<file path="src/rtl/sphd_pkg.sv">
// ----------------------------------------------------------------------------
// sphd_pkg
// Shared types and constants for the SPH density accumulator.
// ----------------------------------------------------------------------------
`default_nettype none
package sphd_pkg;

  localparam int unsigned COORD_FRAC_BITS_DEF = 8;
  localparam int unsigned COORD_INT_BITS_DEF  = 11;
  localparam int unsigned INV_W               = 48;
  localparam int unsigned DENS_W              = 32;
  localparam int unsigned REG_RADIUS          = 0;
  localparam int unsigned REG_INV_VOLUME      = 1;
  localparam logic [DENS_W-1:0] DENS_MAX      = '1;

  typedef enum logic [2:0] {
    ST_IDLE,
    ST_SQRT,
    ST_MUL,
    ST_ACC,
    ST_EMIT
  } back_state_t;

endpackage
`default_nettype wire

</file>
<file path="src/rtl/sphd_front.sv">
// ----------------------------------------------------------------------------
// sphd_front
// Accepts requests, forms the squared distance and the in-radius test, and
// queues the classified work for the back end.
// ----------------------------------------------------------------------------
`default_nettype none
module sphd_front
  import sphd_pkg::*;
#(
  parameter int unsigned COORD_W = COORD_FRAC_BITS_DEF + COORD_INT_BITS_DEF
) (
  input  wire logic                 clk,
  input  wire logic                 rst_n,
  input  wire logic                 push,
  output logic                      full,
  input  wire logic [COORD_W-1:0]   query_x,
  input  wire logic [COORD_W-1:0]   query_y,
  input  wire logic [COORD_W-1:0]   neighbor_x,
  input  wire logic [COORD_W-1:0]   neighbor_y,
  input  wire logic                 neighbor_present,
  input  wire logic                 last,
  input  wire logic [COORD_W-1:0]   radius,
  output logic                      q_valid,
  input  wire logic                 q_take,
  output logic [2*COORD_W:0]        q_d2,
  output logic                      q_inside,
  output logic                      q_last
);

  localparam int unsigned D2_W = 2*COORD_W + 1;

  // Stage 1: absolute differences registered.
  logic               s1_valid_r, s1_valid_nxt;
  logic [COORD_W-1:0] dx_r, dy_r, rad_r;
  logic               pres_r, last1_r;
  // Two-entry queue toward the back end.
  logic [D2_W-1:0]    qd2_r [2];
  logic               qin_r [2];
  logic               qlast_r [2];
  logic               wp_r, rp_r;
  logic [1:0]         cnt_r;

  logic [D2_W-1:0]    d2;
  logic [D2_W-1:0]    r2;
  logic               s1_move;

  // Stage 1 may move into the queue when a slot is free.
  assign s1_move      = s1_valid_r && (cnt_r != 2'd2);
  assign full         = s1_valid_r && !s1_move;
  assign s1_valid_nxt = (push && !full) || (s1_valid_r && !s1_move);

  assign d2 = D2_W'(dx_r * dx_r) + D2_W'(dy_r * dy_r);
  assign r2 = D2_W'(rad_r * rad_r);

  always_ff @(posedge clk) begin
    if (!rst_n) begin
      s1_valid_r <= 1'b0;
      wp_r       <= 1'b0;
      rp_r       <= 1'b0;
      cnt_r      <= 2'd0;
    end else begin
      s1_valid_r <= s1_valid_nxt;
      if (s1_move) wp_r <= ~wp_r;
      if (q_take && q_valid) rp_r <= ~rp_r;
      cnt_r <= cnt_r + {1'b0, s1_move} - {1'b0, q_take && q_valid};
    end
  end

  always_ff @(posedge clk) begin
    if (push && !full) begin
      dx_r    <= (query_x >= neighbor_x) ? query_x - neighbor_x : neighbor_x - query_x;
      dy_r    <= (query_y >= neighbor_y) ? query_y - neighbor_y : neighbor_y - query_y;
      rad_r   <= radius;
      pres_r  <= neighbor_present;
      last1_r <= last;
    end
    if (s1_move) begin
      qd2_r[wp_r]   <= d2;
      qin_r[wp_r]   <= pres_r && (d2 < r2);
      qlast_r[wp_r] <= last1_r;
    end
  end

  assign q_valid  = (cnt_r != 2'd0);
  assign q_d2     = qd2_r[rp_r];
  assign q_inside = qin_r[rp_r];
  assign q_last   = qlast_r[rp_r];

endmodule
`default_nettype wire

</file>
<file path="src/rtl/sphd_back.sv">
// ----------------------------------------------------------------------------
// sphd_back
// Iterative square root, cube and scale over a shared 16x19 multiplier with
// 16-bit operand chunks, saturating accumulation and result register.
// ----------------------------------------------------------------------------
`default_nettype none
module sphd_back
  import sphd_pkg::*;
#(
  parameter int unsigned COORD_W   = COORD_FRAC_BITS_DEF + COORD_INT_BITS_DEF,
  parameter int unsigned FRAC_BITS = COORD_FRAC_BITS_DEF
) (
  input  wire logic                 clk,
  input  wire logic                 rst_n,
  input  wire logic                 q_valid,
  output logic                      q_take,
  input  wire logic [2*COORD_W:0]   q_d2,
  input  wire logic                 q_inside,
  input  wire logic                 q_last,
  input  wire logic [COORD_W-1:0]   radius,
  input  wire logic [INV_W-1:0]     inv_volume,
  output logic                      empty,
  input  wire logic                 pop,
  output logic [DENS_W-1:0]         density,
  output logic                      saturated
);

  localparam int unsigned D2_W   = 2*COORD_W + 1;
  localparam int unsigned SQ_ST  = (D2_W + 1) / 2;
  localparam int unsigned SQ_CW  = $clog2(SQ_ST + 1);
  localparam int unsigned PROD_W = 3*COORD_W + INV_W;
  localparam int unsigned SHIFT  = 3*FRAC_BITS + 24;
  localparam int unsigned PCH    = 16;
  localparam int unsigned NCH    = (PROD_W + PCH - 1) / PCH;
  localparam int unsigned MC_W   = $clog2(NCH + 1);
  localparam int unsigned OPW    = NCH * PCH;

  back_state_t state_r, state_nxt;

  logic [2*SQ_ST-1:0] rem_r, rem_nxt;
  logic [SQ_ST+1:0]   part_r, part_nxt;
  logic [SQ_ST-1:0]   root_r, root_nxt;
  logic [SQ_CW-1:0]   sq_cnt_r, sq_cnt_nxt;
  logic [1:0]         pass_r, pass_nxt;
  logic [MC_W-1:0]    ch_r, ch_nxt;
  logic [COORD_W-1:0] diff_r, diff_nxt;
  logic [OPW-1:0]     acc_r, acc_nxt;
  logic [OPW-1:0]     prod_r, prod_nxt;
  logic               last_r, last_nxt;
  logic               inside_r, inside_nxt;
  logic [DENS_W-1:0]  sum_r, sum_nxt;
  logic               ovf_r, ovf_nxt;
  logic               full_r, full_nxt;
  logic [DENS_W-1:0]  dens_r, dens_nxt;
  logic               sat_r, sat_nxt;

  logic [SQ_ST+1:0]   trial;
  logic [SQ_ST+3:0]   cand;
  logic [PCH-1:0]     chunk;
  logic [PCH+COORD_W-1:0] pp;
  logic [OPW-1:0]     term_full;
  logic               term_hi;
  logic [DENS_W-1:0]  term;
  logic [DENS_W:0]    sum_ext;

  // One bit of the root per cycle: the partial remainder takes the next two
  // bits of d2 and is compared with 4*root+1.
  assign cand    = {part_r, rem_r[2*SQ_ST-1 -: 2]};
  assign trial   = {root_r, 2'b01};
  assign chunk   = acc_r[ch_r[MC_W-1:0]*PCH +: PCH];
  assign pp      = chunk * diff_r;
  assign term_full = prod_r >> SHIFT;
  assign term_hi   = |(term_full[OPW-1:DENS_W]);
  assign term      = term_hi ? DENS_MAX : term_full[DENS_W-1:0];
  assign sum_ext   = {1'b0, sum_r} + {1'b0, term};

  always_ff @(posedge clk) begin
    if (!rst_n) begin
      state_r <= ST_IDLE;
      sum_r   <= '0;
      ovf_r   <= 1'b0;
      full_r  <= 1'b0;
    end else begin
      state_r <= state_nxt;
      sum_r   <= sum_nxt;
      ovf_r   <= ovf_nxt;
      full_r  <= full_nxt;
    end
  end

  always_ff @(posedge clk) begin
    rem_r    <= rem_nxt;
    part_r   <= part_nxt;
    root_r   <= root_nxt;
    sq_cnt_r <= sq_cnt_nxt;
    pass_r   <= pass_nxt;
    ch_r     <= ch_nxt;
    diff_r   <= diff_nxt;
    acc_r    <= acc_nxt;
    prod_r   <= prod_nxt;
    last_r   <= last_nxt;
    inside_r <= inside_nxt;
    dens_r   <= dens_nxt;
    sat_r    <= sat_nxt;
  end

  always_comb begin
    state_nxt  = state_r;
    rem_nxt    = rem_r;
    part_nxt   = part_r;
    root_nxt   = root_r;
    sq_cnt_nxt = sq_cnt_r;
    pass_nxt   = pass_r;
    ch_nxt     = ch_r;
    diff_nxt   = diff_r;
    acc_nxt    = acc_r;
    prod_nxt   = prod_r;
    last_nxt   = last_r;
    inside_nxt = inside_r;
    sum_nxt    = sum_r;
    ovf_nxt    = ovf_r;
    full_nxt   = full_r;
    dens_nxt   = dens_r;
    sat_nxt    = sat_r;
    q_take     = 1'b0;
    if (pop && full_r) full_nxt = 1'b0;
    unique case (state_r)
      ST_IDLE: begin
        if (q_valid) begin
          q_take     = 1'b1;
          last_nxt   = q_last;
          inside_nxt = q_inside;
          rem_nxt    = (2*SQ_ST)'(q_d2);
          part_nxt   = '0;
          root_nxt   = '0;
          sq_cnt_nxt = '0;
          state_nxt  = q_inside ? ST_SQRT : ST_ACC;
        end
      end
      ST_SQRT: begin
        // rem_r holds the d2 bits not yet consumed, top pair first.
        rem_nxt = {rem_r[2*SQ_ST-3:0], 2'b00};
        if (cand >= (SQ_ST+4)'(trial)) begin
          part_nxt = (SQ_ST+2)'(cand - (SQ_ST+4)'(trial));
          root_nxt = {root_r[SQ_ST-2:0], 1'b1};
        end else begin
          part_nxt = (SQ_ST+2)'(cand);
          root_nxt = {root_r[SQ_ST-2:0], 1'b0};
        end
        sq_cnt_nxt = sq_cnt_r + 1'b1;
        if (sq_cnt_r == SQ_CW'(SQ_ST - 1)) begin
          state_nxt = ST_MUL;
          pass_nxt  = '0;
          ch_nxt    = '0;
          prod_nxt  = '0;
          acc_nxt   = OPW'(inv_volume);
          diff_nxt  = radius - COORD_W'(root_nxt);
        end
      end
      ST_MUL: begin
        // Three passes of acc * diff, 16 bits of acc per cycle.
        prod_nxt = prod_r + (OPW'(pp) << (ch_r * PCH));
        ch_nxt   = ch_r + 1'b1;
        if (ch_r == MC_W'(NCH - 1)) begin
          ch_nxt   = '0;
          acc_nxt  = prod_nxt;
          prod_nxt = '0;
          pass_nxt = pass_r + 1'b1;
          if (pass_r == 2'd2) begin
            prod_nxt  = prod_r + (OPW'(pp) << (ch_r * PCH));
            state_nxt = ST_ACC;
          end
        end
      end
      ST_ACC: begin
        if (inside_r) begin
          sum_nxt = sum_ext[DENS_W] ? DENS_MAX : sum_ext[DENS_W-1:0];
          if (term_hi || sum_ext[DENS_W]) ovf_nxt = 1'b1;
        end
        state_nxt = last_r ? ST_EMIT : ST_IDLE;
      end
      ST_EMIT: begin
        if (!full_r || pop) begin
          dens_nxt  = sum_r;
          sat_nxt   = ovf_r;
          full_nxt  = 1'b1;
          sum_nxt   = '0;
          ovf_nxt   = 1'b0;
          state_nxt = ST_IDLE;
        end
      end
      default: state_nxt = ST_IDLE;
    endcase
  end

  assign empty     = !full_r;
  assign density   = dens_r;
  assign saturated = sat_r;

endmodule
`default_nettype wire

</file>
<file path="src/rtl/sph_density_accumulator.sv">
// ----------------------------------------------------------------------------
// sph_density_accumulator
// SPH spiky-kernel density sum over a run of neighbors of one query point.
// ----------------------------------------------------------------------------
//  channel  ports                      handshake
//  input    in_query_*, in_neighbor_*  push / full
//  result   out_density, out_saturated empty / pop
//  config   p*                         APB read and write, pready always high
//
// A neighbor inside the radius passes through the back end in order: it leaves
// the queue, takes 20 root steps, then three multiply passes of seven 16-bit
// chunks of the operand against the radius difference, and one add step.
// Other items go straight from the queue to the add; the item that closes a run then passes through the emit state.
// Reset is synchronous and clears the sum, the overflow flag and all handshake state.
// A waiting result stalls the back end at the next run's closing request.
`default_nettype none
module sph_density_accumulator
  import sphd_pkg::*;
#(
  parameter int unsigned COORD_FRAC_BITS = COORD_FRAC_BITS_DEF,
  parameter int unsigned COORD_INT_BITS  = COORD_INT_BITS_DEF
) (
  input  wire logic clk,
  input  wire logic rst_n,
  input  wire logic push,
  output logic      full,
  input  wire logic [COORD_INT_BITS+COORD_FRAC_BITS-1:0] in_query_x,
  input  wire logic [COORD_INT_BITS+COORD_FRAC_BITS-1:0] in_query_y,
  input  wire logic [COORD_INT_BITS+COORD_FRAC_BITS-1:0] in_neighbor_x,
  input  wire logic [COORD_INT_BITS+COORD_FRAC_BITS-1:0] in_neighbor_y,
  input  wire logic in_neighbor_present,
  input  wire logic in_last,
  output logic      empty,
  input  wire logic pop,
  output logic [DENS_W-1:0] out_density,
  output logic      out_saturated,
  input  wire logic psel,
  input  wire logic penable,
  input  wire logic pwrite,
  input  wire logic [3:0]  paddr,
  input  wire logic [63:0] pwdata,
  output logic [63:0] prdata,
  output logic        pready
);

  localparam int unsigned COORD_W = COORD_INT_BITS + COORD_FRAC_BITS;

  logic [COORD_W-1:0] radius_r;
  logic [INV_W-1:0]   inv_r;
  logic               wr;
  logic               q_valid, q_take, q_inside, q_last;
  logic [2*COORD_W:0] q_d2;

  assign pready = 1'b1;
  assign wr     = psel && penable && pwrite;

  always_ff @(posedge clk) begin
    if (!rst_n) begin
      radius_r <= COORD_W'(4096);
      inv_r    <= INV_W'(854400000);
    end else if (wr) begin
      if (paddr[3] == 1'(REG_RADIUS) && paddr[2:0] == 3'd0) radius_r <= pwdata[COORD_W-1:0];
      if (paddr[3] == 1'(REG_INV_VOLUME) && paddr[2:0] == 3'd0) inv_r <= pwdata[INV_W-1:0];
    end
  end

  always_comb begin
    prdata = '0;
    if (paddr[3] == 1'(REG_RADIUS)) prdata = 64'(radius_r);
    else prdata = 64'(inv_r);
  end

  sphd_front #(.COORD_W(COORD_W)) u_front (
    .clk, .rst_n, .push, .full,
    .query_x(in_query_x), .query_y(in_query_y),
    .neighbor_x(in_neighbor_x), .neighbor_y(in_neighbor_y),
    .neighbor_present(in_neighbor_present), .last(in_last),
    .radius(radius_r),
    .q_valid, .q_take, .q_d2, .q_inside, .q_last
  );

  sphd_back #(.COORD_W(COORD_W), .FRAC_BITS(COORD_FRAC_BITS)) u_back (
    .clk, .rst_n, .q_valid, .q_take, .q_d2, .q_inside, .q_last,
    .radius(radius_r), .inv_volume(inv_r),
    .empty, .pop, .density(out_density), .saturated(out_saturated)
  );

  a_take_needs_valid: assert property (@(posedge clk) disable iff (!rst_n)
    q_take |-> q_valid) else $error("queue read while empty");
  a_result_holds: assert property (@(posedge clk) disable iff (!rst_n)
    (!empty && !pop) |=> (!empty && $stable(out_density))) else $error("result lost");

endmodule
`default_nettype wire

</file>
<file path="config.mk">
export PLATFORM = sky130hd
export DESIGN_NAME = sph_density_accumulator
export DESIGN_NICKNAME = d
export VERILOG_FILES = /design/src/rtl/sphd_pkg.sv /design/src/rtl/sphd_front.sv /design/src/rtl/sphd_back.sv /design/src/rtl/sph_density_accumulator.sv
export SDC_FILE = /design/constraint.sdc
export NUM_CORES = 2
export LEC_CHECK = 0
export ABC_AREA = 1
export CAP_MARGIN = 40
export CORE_MARGIN = 3
export CORE_UTILIZATION = 47
export CTS_CLUSTER_DIAMETER = 200
export DETAILED_ROUTE_END_ITERATION = 12
export DONT_BUFFER_PORTS = 1
export SYNTH_ARGS = -nofsm -noshare
export SYNTH_HDL_FRONTEND = slang
export SYNTH_HIERARCHICAL = 1
export SYNTH_SLANG_ARGS = --single-unit
</file>
<file path="constraint.sdc">
create_clock -name clk -period 11.4 [get_ports clk]
set_input_delay 0 -clock clk [delete_from_list [all_inputs] [get_ports clk]]
set_output_delay 0 -clock clk [all_outputs]
set_load 0.1 [all_outputs]
</file>
Word-level counts from Yosys, hierarchy flattened
Memory sizes are Yosys's and may differ from the RTL's. A register that Yosys moved wholly into a read port is not among the register bits. Index checks and enable logic that the tools add are counted.

$add $sub $neg: 14. Multipliers: 4. Div/mod/pow operators: 0. $lt $le $gt $ge: 4. Equality and inequality tests: 15. Shifts and indexed selects: 2. Multiplexer cells: 55. Bitwise gates (word level): 3. Reductions and logical operators: 34.

Operators by type and width (number): 2-to-1 mux 112 bit (5); case mux 112 bit (2 select lines) (2); 2-to-1 mux 32 bit (4); multiplier 19 x 19 -> 38 bit (3); adder 112 bit (1); variable part select 112 x 8 -> 16 bit (1); left shift 35 x 7 -> 112 bit (1); subtractor 19 bit (5); case mux 40 bit (2 select lines) (1); case mux 32 bit (2 select lines) (1); 2-to-1 mux 48 bit (1); 2-to-1 mux 22 bit (2); case mux 22 bit (2 select lines) (1); 2-to-1 mux 20 bit (2); 2-to-1 mux 40 bit (1); case mux 20 bit (2 select lines) (1); adder 38 x 38 -> 39 bit (1); less-than comparator 39 x 38 -> 1 bit (1); greater-or-equal comparator 19 bit (2); 2-to-1 mux 19 bit (2); multiplier 16 x 19 -> 35 bit (1); adder 32 x 32 -> 33 bit (1); OR reduction 32 bit (1); greater-or-equal comparator 24 x 22 -> 1 bit (1); 32 further kinds (89).

Register bits after elaboration: 537. Latch bits: 0. Memory bits (writable): 82. ROM bits: 0. Input bits: 153. Output and inout bits: 100. Logic and storage cells: 161. Memories kept: 3.

Memories: u_front.qd2_r (words 2, bits a word 39, read ports 1, clocked after Yosys merged registers in 1, wr ports 1, RTL line sphd_front.sv:37) `logic [D2_W-1:0] qd2_r [2];`; u_front.qin_r (words 2, bits a word 1, read ports 1, clocked after Yosys merged registers in 1, wr ports 1, RTL line sphd_front.sv:38) `logic qin_r [2];`; u_front.qlast_r (words 2, bits a word 1, read ports 1, clocked after Yosys merged registers in 1, wr ports 1, RTL line sphd_front.sv:39) `logic qlast_r [2];`.

Logic depth before layout (Yosys ltp)
Word-level depth: 7. Gate-level depth with buffers: 54. Gate-level depth less buffers: 52.

Modules after synthesis
The synthesis kept the hierarchy.

Modules (own cells, without submodules): sphd_front (times used 1, cells an instance 4898, area each 41781.3 um2); sphd_back (times used 1, cells an instance 5481, area each 40355.0 um2); sph_density_accumulator (times used 1, cells an instance 539, area each 3325.7 um2).

Worst setup path after synthesis
OpenSTA, ideal clock, no wires.

Path type: flip-flop to flip-flop. Start: reg u_back.ch_r[0]. End: reg u_back.acc_r[0], enable pin. Library setup time: 0.744 ns. Data arrival time: 9.606 ns. Required time: 10.656 ns. Setup slack: 1.050 ns. Cell stages (with the launch flop): 9. Clock period less this slack: 10.350 ns. Path through: edfxtp_1 inv_1 buf_2 buf_2 buf_2 buf_1 ha_1 nand2_1 o21ai_0.

Longest elaborated chain between the ends: 3.

RTL lines: start: declaration (RTL line sphd_back.sv:45) `logic [MC_W-1:0] ch_r, ch_nxt;`; start signal: assignment (RTL line sphd_back.sv:97) `ch_r <= ch_nxt;`; == test 3 bit (RTL line sphd_back.sv:164) `if (ch_r == MC_W'(NCH - 1)) begin`; inequality test 2 x 1 -> 1 bit (no source line); AND reduction 3 bit (no source line); end signal: assignment (RTL line sphd_back.sv:99) `acc_r <= acc_nxt;`; end: declaration (RTL line sphd_back.sv:47) `logic [OPW-1:0] acc_r, acc_nxt;`.

Every way passes these cells. A chain may end at the register's enable or synchronous reset.

Worst setup path after layout
Start: reg u_back.ch_r[1]. End: reg u_back.acc_r[54] (data pin).

Longest elaborated chain between the ends: 6.

RTL lines: variable part select 112 x 8 -> 16 bit (RTL line sphd_back.sv:70) `assign chunk = acc_r[ch_r[MC_W-1:0]*PCH +: PCH];`; multiplier 16 x 19 -> 35 bit (RTL line sphd_back.sv:71) `assign pp = chunk * diff_r;`; left shift 35 x 7 -> 112 bit * (RTL line sphd_back.sv:162) `prod_nxt = prod_r + (OPW'(pp) << (ch_r * PCH));`; adder 112 bit * (RTL line sphd_back.sv:162); 2-to-1 mux 112 bit * (RTL line sphd_back.sv:164); case mux 112 bit (2 select lines) * (RTL line sphd_back.sv:127) `unique case (state_r)`.

Mark *: on every way between the ends. The rest lies on a longest branch, timed or not. The select of a mux whose other input is x is not followed.

==> key figures <==
CTS
  • Post-CTS resize count: 0
  • Clock sinks: 621
  • Post-CTS Hold Fix Bufs: approximately 170
  • Longest Clk Path Bufs: 3
  • Clk pin slew, worst setup/hold paths: 60 ps
  • Clk Latency, worst-skew pair: around 700 ps
  • Post-CTS Repair Setup Buffers: 0
  • H-tree depth: 3
  • Root Buffer: clkbuf_16
  • CTS tree: built
  • CTS buffer count: 75

Worst setup path
  • CP peak stage delay: about 540 ps
  • Crit end category: register
  • Critical path class: register to register
  • R2R Setup Slk: roughly 510 ps
  • Data required time at the worst endpoint: around 12,000 ps
  • Startpoint types: register
  • Stages on worst setup path: 42
  • Worst Setup SP: u_back/ch_r[1]$_SDFFCE_PP0P_
  • Setup crit end: u_back/acc_r[54]$_SDFFCE_PN0P_
  • Slowest cell on crit path: fa_1
  • FF-to-FF End: u_back/acc_r[54]$_SDFFCE_PN0P_
  • CP delay by family, top: adder cells
  • Worst r2r path cells: 42
  • Most common cell on crit path: inv_1
  • CP Buf/Inv Count: 11
  • CP max FO: 18
  • WP data arrival: roughly 11,000 ps
  • Reg-to-Reg Start: u_back/ch_r[1]$_SDFFCE_PP0P_

STA
  • WHS: between 50 and 60 ps
  • Pins Over Slew Limit: 0
  • Slew headroom: 36.0%
  • Worst Tran Pin Value: approximately 960 ps
  • Fmax: 91.8 MHz
  • Final worst slack: between 500 and 600 ps
  • Setup violators final: 0
  • Final Cycle Share: a little over nine tenths
  • Final setup TNS: 0 ps
  • Hold Fails Final Rpt: 0
  • Clk_skew: about 50 ps
  • Final worst path period need: approximately 11,000 ps
  • RSZ-0062 raised after global routing: false

Placement
  • Placed cells: 13,400
  • Gpl congestion: around 1.0
  • Detailed Place HPWL: ~230 mm
  • Dpl ws: 728 ps
  • Port bufs: 0

Final layout
  • Post-Layout Cell Count: 13,700
  • Seq. cell area: roughly 0.018 sq mm
  • Multi-input gate area: roughly 0.057 sq mm
  • Share of cells above drive strength 1: under 10%
  • Fillcell total: 17,100
  • Area growth syn-to-layout: 12.5%
  • Fin nets: roughly 13,000

Global routing
  • Number of global-route vias before repair: between 70,000 and 80,000
  • First-pass GRT wire length: approximately 440 mm
  • Pin count of the biggest net entering global routing: 85
  • Gr ovfl total: 0
  • GRT Total Usage: between 30 and 40%
  • Initial antenna violation count: 5

Yosys
  • Dominant synthesized flop cell: edfxtp_1
  • Syn Inst Count: 10,900
  • Yosys synthesis warning count: 6
  • Seq cells post-synth: 621
  • Number of flops mapped to enable cells by yosys: between 500 and 600
  • Async S/R FF share, synth: 0%
  • Synth top area share: about a quarter
  • Synth unique cells: 67
  • Leading area contributor after synthesis: fa_1
  • Sequential fraction of the synthesis area: around 21%
  • Synthesized cell area: ~0.085 sq mm
  • Mean cell area of the mapped netlist: 7.83 sq um
  • Most area-consuming cells after synthesis: fa_1 25%, edfxtp_1 18%, inv_1 11%

Min path
  • Hold Crit Class: input port to register

Floorplan
  • Ports: roughly 250
  • Row cnt: 155
  • Core area: 0.180 sq mm
  • Die W: approximately 430 microns
  • Die Footprint: between 0.15 and 0.2 sq mm
  • Starting Density: roughly 48%
  • Die span in y: approximately 430 microns

Routing
  • Routed length per placed instance: between 20 and 25 microns
  • DRC: 0
  • Final wirelength: about 280 mm
  • Drt pass-1 iters: 7
  • Post-DRT Antenna Nets: 0
  • Initial drt markers: slightly above 5,000
  • Vias/cell: between 5 and 6
  • Via count: around 73,000

Run status
  • Outcome: complete, no violations

Flow run
  • Max-Cap Viols: 0
cell type report:
class	count	area share (%)
Multi-Input combinational cell	7454	59.3
Sequential cell	621	18.2
Inverter	2520	9.84
Timing Repair Buffer	656	7.01
Tap cell	2355	3.06
Clock buffer	91	2.03
Clock inverter	42	0.475
Antenna cell	3	0.00781
placed cells by master (no fill, tap or decap), types with 23 or more instances in the layout:
cell,netlist,layout
inv_1,2504,2501
nand2_1,2322,2320
nor2_1,1093,1087
fa_1,1061,1061
ha_1,744,744
a21oi_1,623,623
edfxtp_1,511,511
o21ai_0,421,417
buf_4,29,402
nand3_1,237,237
xor2_1,171,171
dlygate4sd3_1,0,165
dfxtp_1,110,109
nor3_1,101,99
a21o_1,81,81
xnor2_1,80,80
clkbuf_16,0,78
nand4_1,57,57
buf_16,0,52
o21bai_1,42,42
mux2_2,41,41
a31oi_1,37,37
o211ai_1,32,32
nor4_1,23,23
synthesized netlist by cell type, drive strengths merged (20+ instances only):
| master | n |
|---|---|
| ha | 744 |
| inv | 2513 |
| xor2 | 171 |
| nor2 | 1105 |
| o21ai | 460 |
| nor3 | 102 |
| mux2 | 41 |
| a21oi | 633 |
| fa | 1061 |
| nor4 | 25 |
| a31oi | 37 |
| edfxtp | 511 |
| clkbuf | 183 |
| nand3b | 20 |
| o21bai | 42 |
| nand2 | 2339 |
| nand4 | 58 |
| or2 | 27 |
| dfxtp | 110 |
| o211ai | 34 |
| a21o | 82 |
| xnor2 | 80 |
| nand3 | 240 |
| a21boi | 28 |
| buf | 155 |
layer usage:
metal	track usage (%)	wire length, microns	part of all wire [%]
met5	0	24	0.0085
met4	15.9	17700	6.2
met3	3.33	14500	5.1
met2	52.8	138000	49
met1	37.7	114000	40
how the worst min path moves through the flow:
| stage | startpoint | to | slack [ps] | cells past startpoint |
|---|---|---|---|---|
| 2_1_floorplan | rst_n | u_front/cnt_r[0]$_SDFF_PN0_ | 90 | 2 |
| 3_3_place_gp | in_last | u_front/last1_r$_DFFE_PP_ | 100 | 0 |
| 3_5_place_dp | rst_n | inv_r[19]$_SDFFE_PN1P_ | 100 | 1 |
| 4_1_cts | in_query_x[6] | u_front/dx_r[7]$_DFFE_PP_ | 5 | 6 |
| 5_1_grt | in_query_y[8] | u_front/dy_r[9]$_DFFE_PP_ | 70 | 7 |
| 6_report | in_query_x[14] | u_front/dx_r[14]$_DFFE_PP_ | 60 | 5 |
registers in the layout (all words and copies together), names as in the netlist, 20 cells and up, named ones only:
name and cells:
u_back/prod_r 112, u_back/rem_r 40, u_front/qd2_r 78, inv_r 48, u_back/acc_r 112, u_back/sum_r 32
u_back/root_r 20, u_back/part_r 22, u_back/density 32
cells by family after synthesis:
logic type               after synthesis  share of synthesized area (%)
AO/OA/AOI/OAI                       1409                           9.36
buffers and inverters               2858                           12.9
flip-flops                           621                           20.5
XOR/XNOR                             251                           2.57
multiplexers                          43                          0.564
other                                  2                        0.00879
adder cells (fa/ha/maj)             1805                           35.7
AND/OR/NAND/NOR                     3929                           18.3
stage by stage:
| stage | utilization (%) | cell area, sq um |
|---|---|---|
| after detailed placement | 51.2 | 92000 |
| after global placement | 50.3 | 90300 |
| after global routing | 53.5 | 96200 |
| after CTS | 53.5 | 96100 |
| after floorplan | - | 85500 |
| final | 53.5 | 96200 |
worst register-to-register path, delay by kind of cell (launching register included):
kind	cells	cell delay [ps]
adder cells (fa/ha/maj)	8	3630
buffers and inverters	11	1600
flip-flops	1	390
AND/OR/NAND/NOR	11	1660
AO/OA/AOI/OAI	12	3340
Power is not shown: default switching activity piles up to over one toggle a cycle in this logic, so the estimate is an artifact.
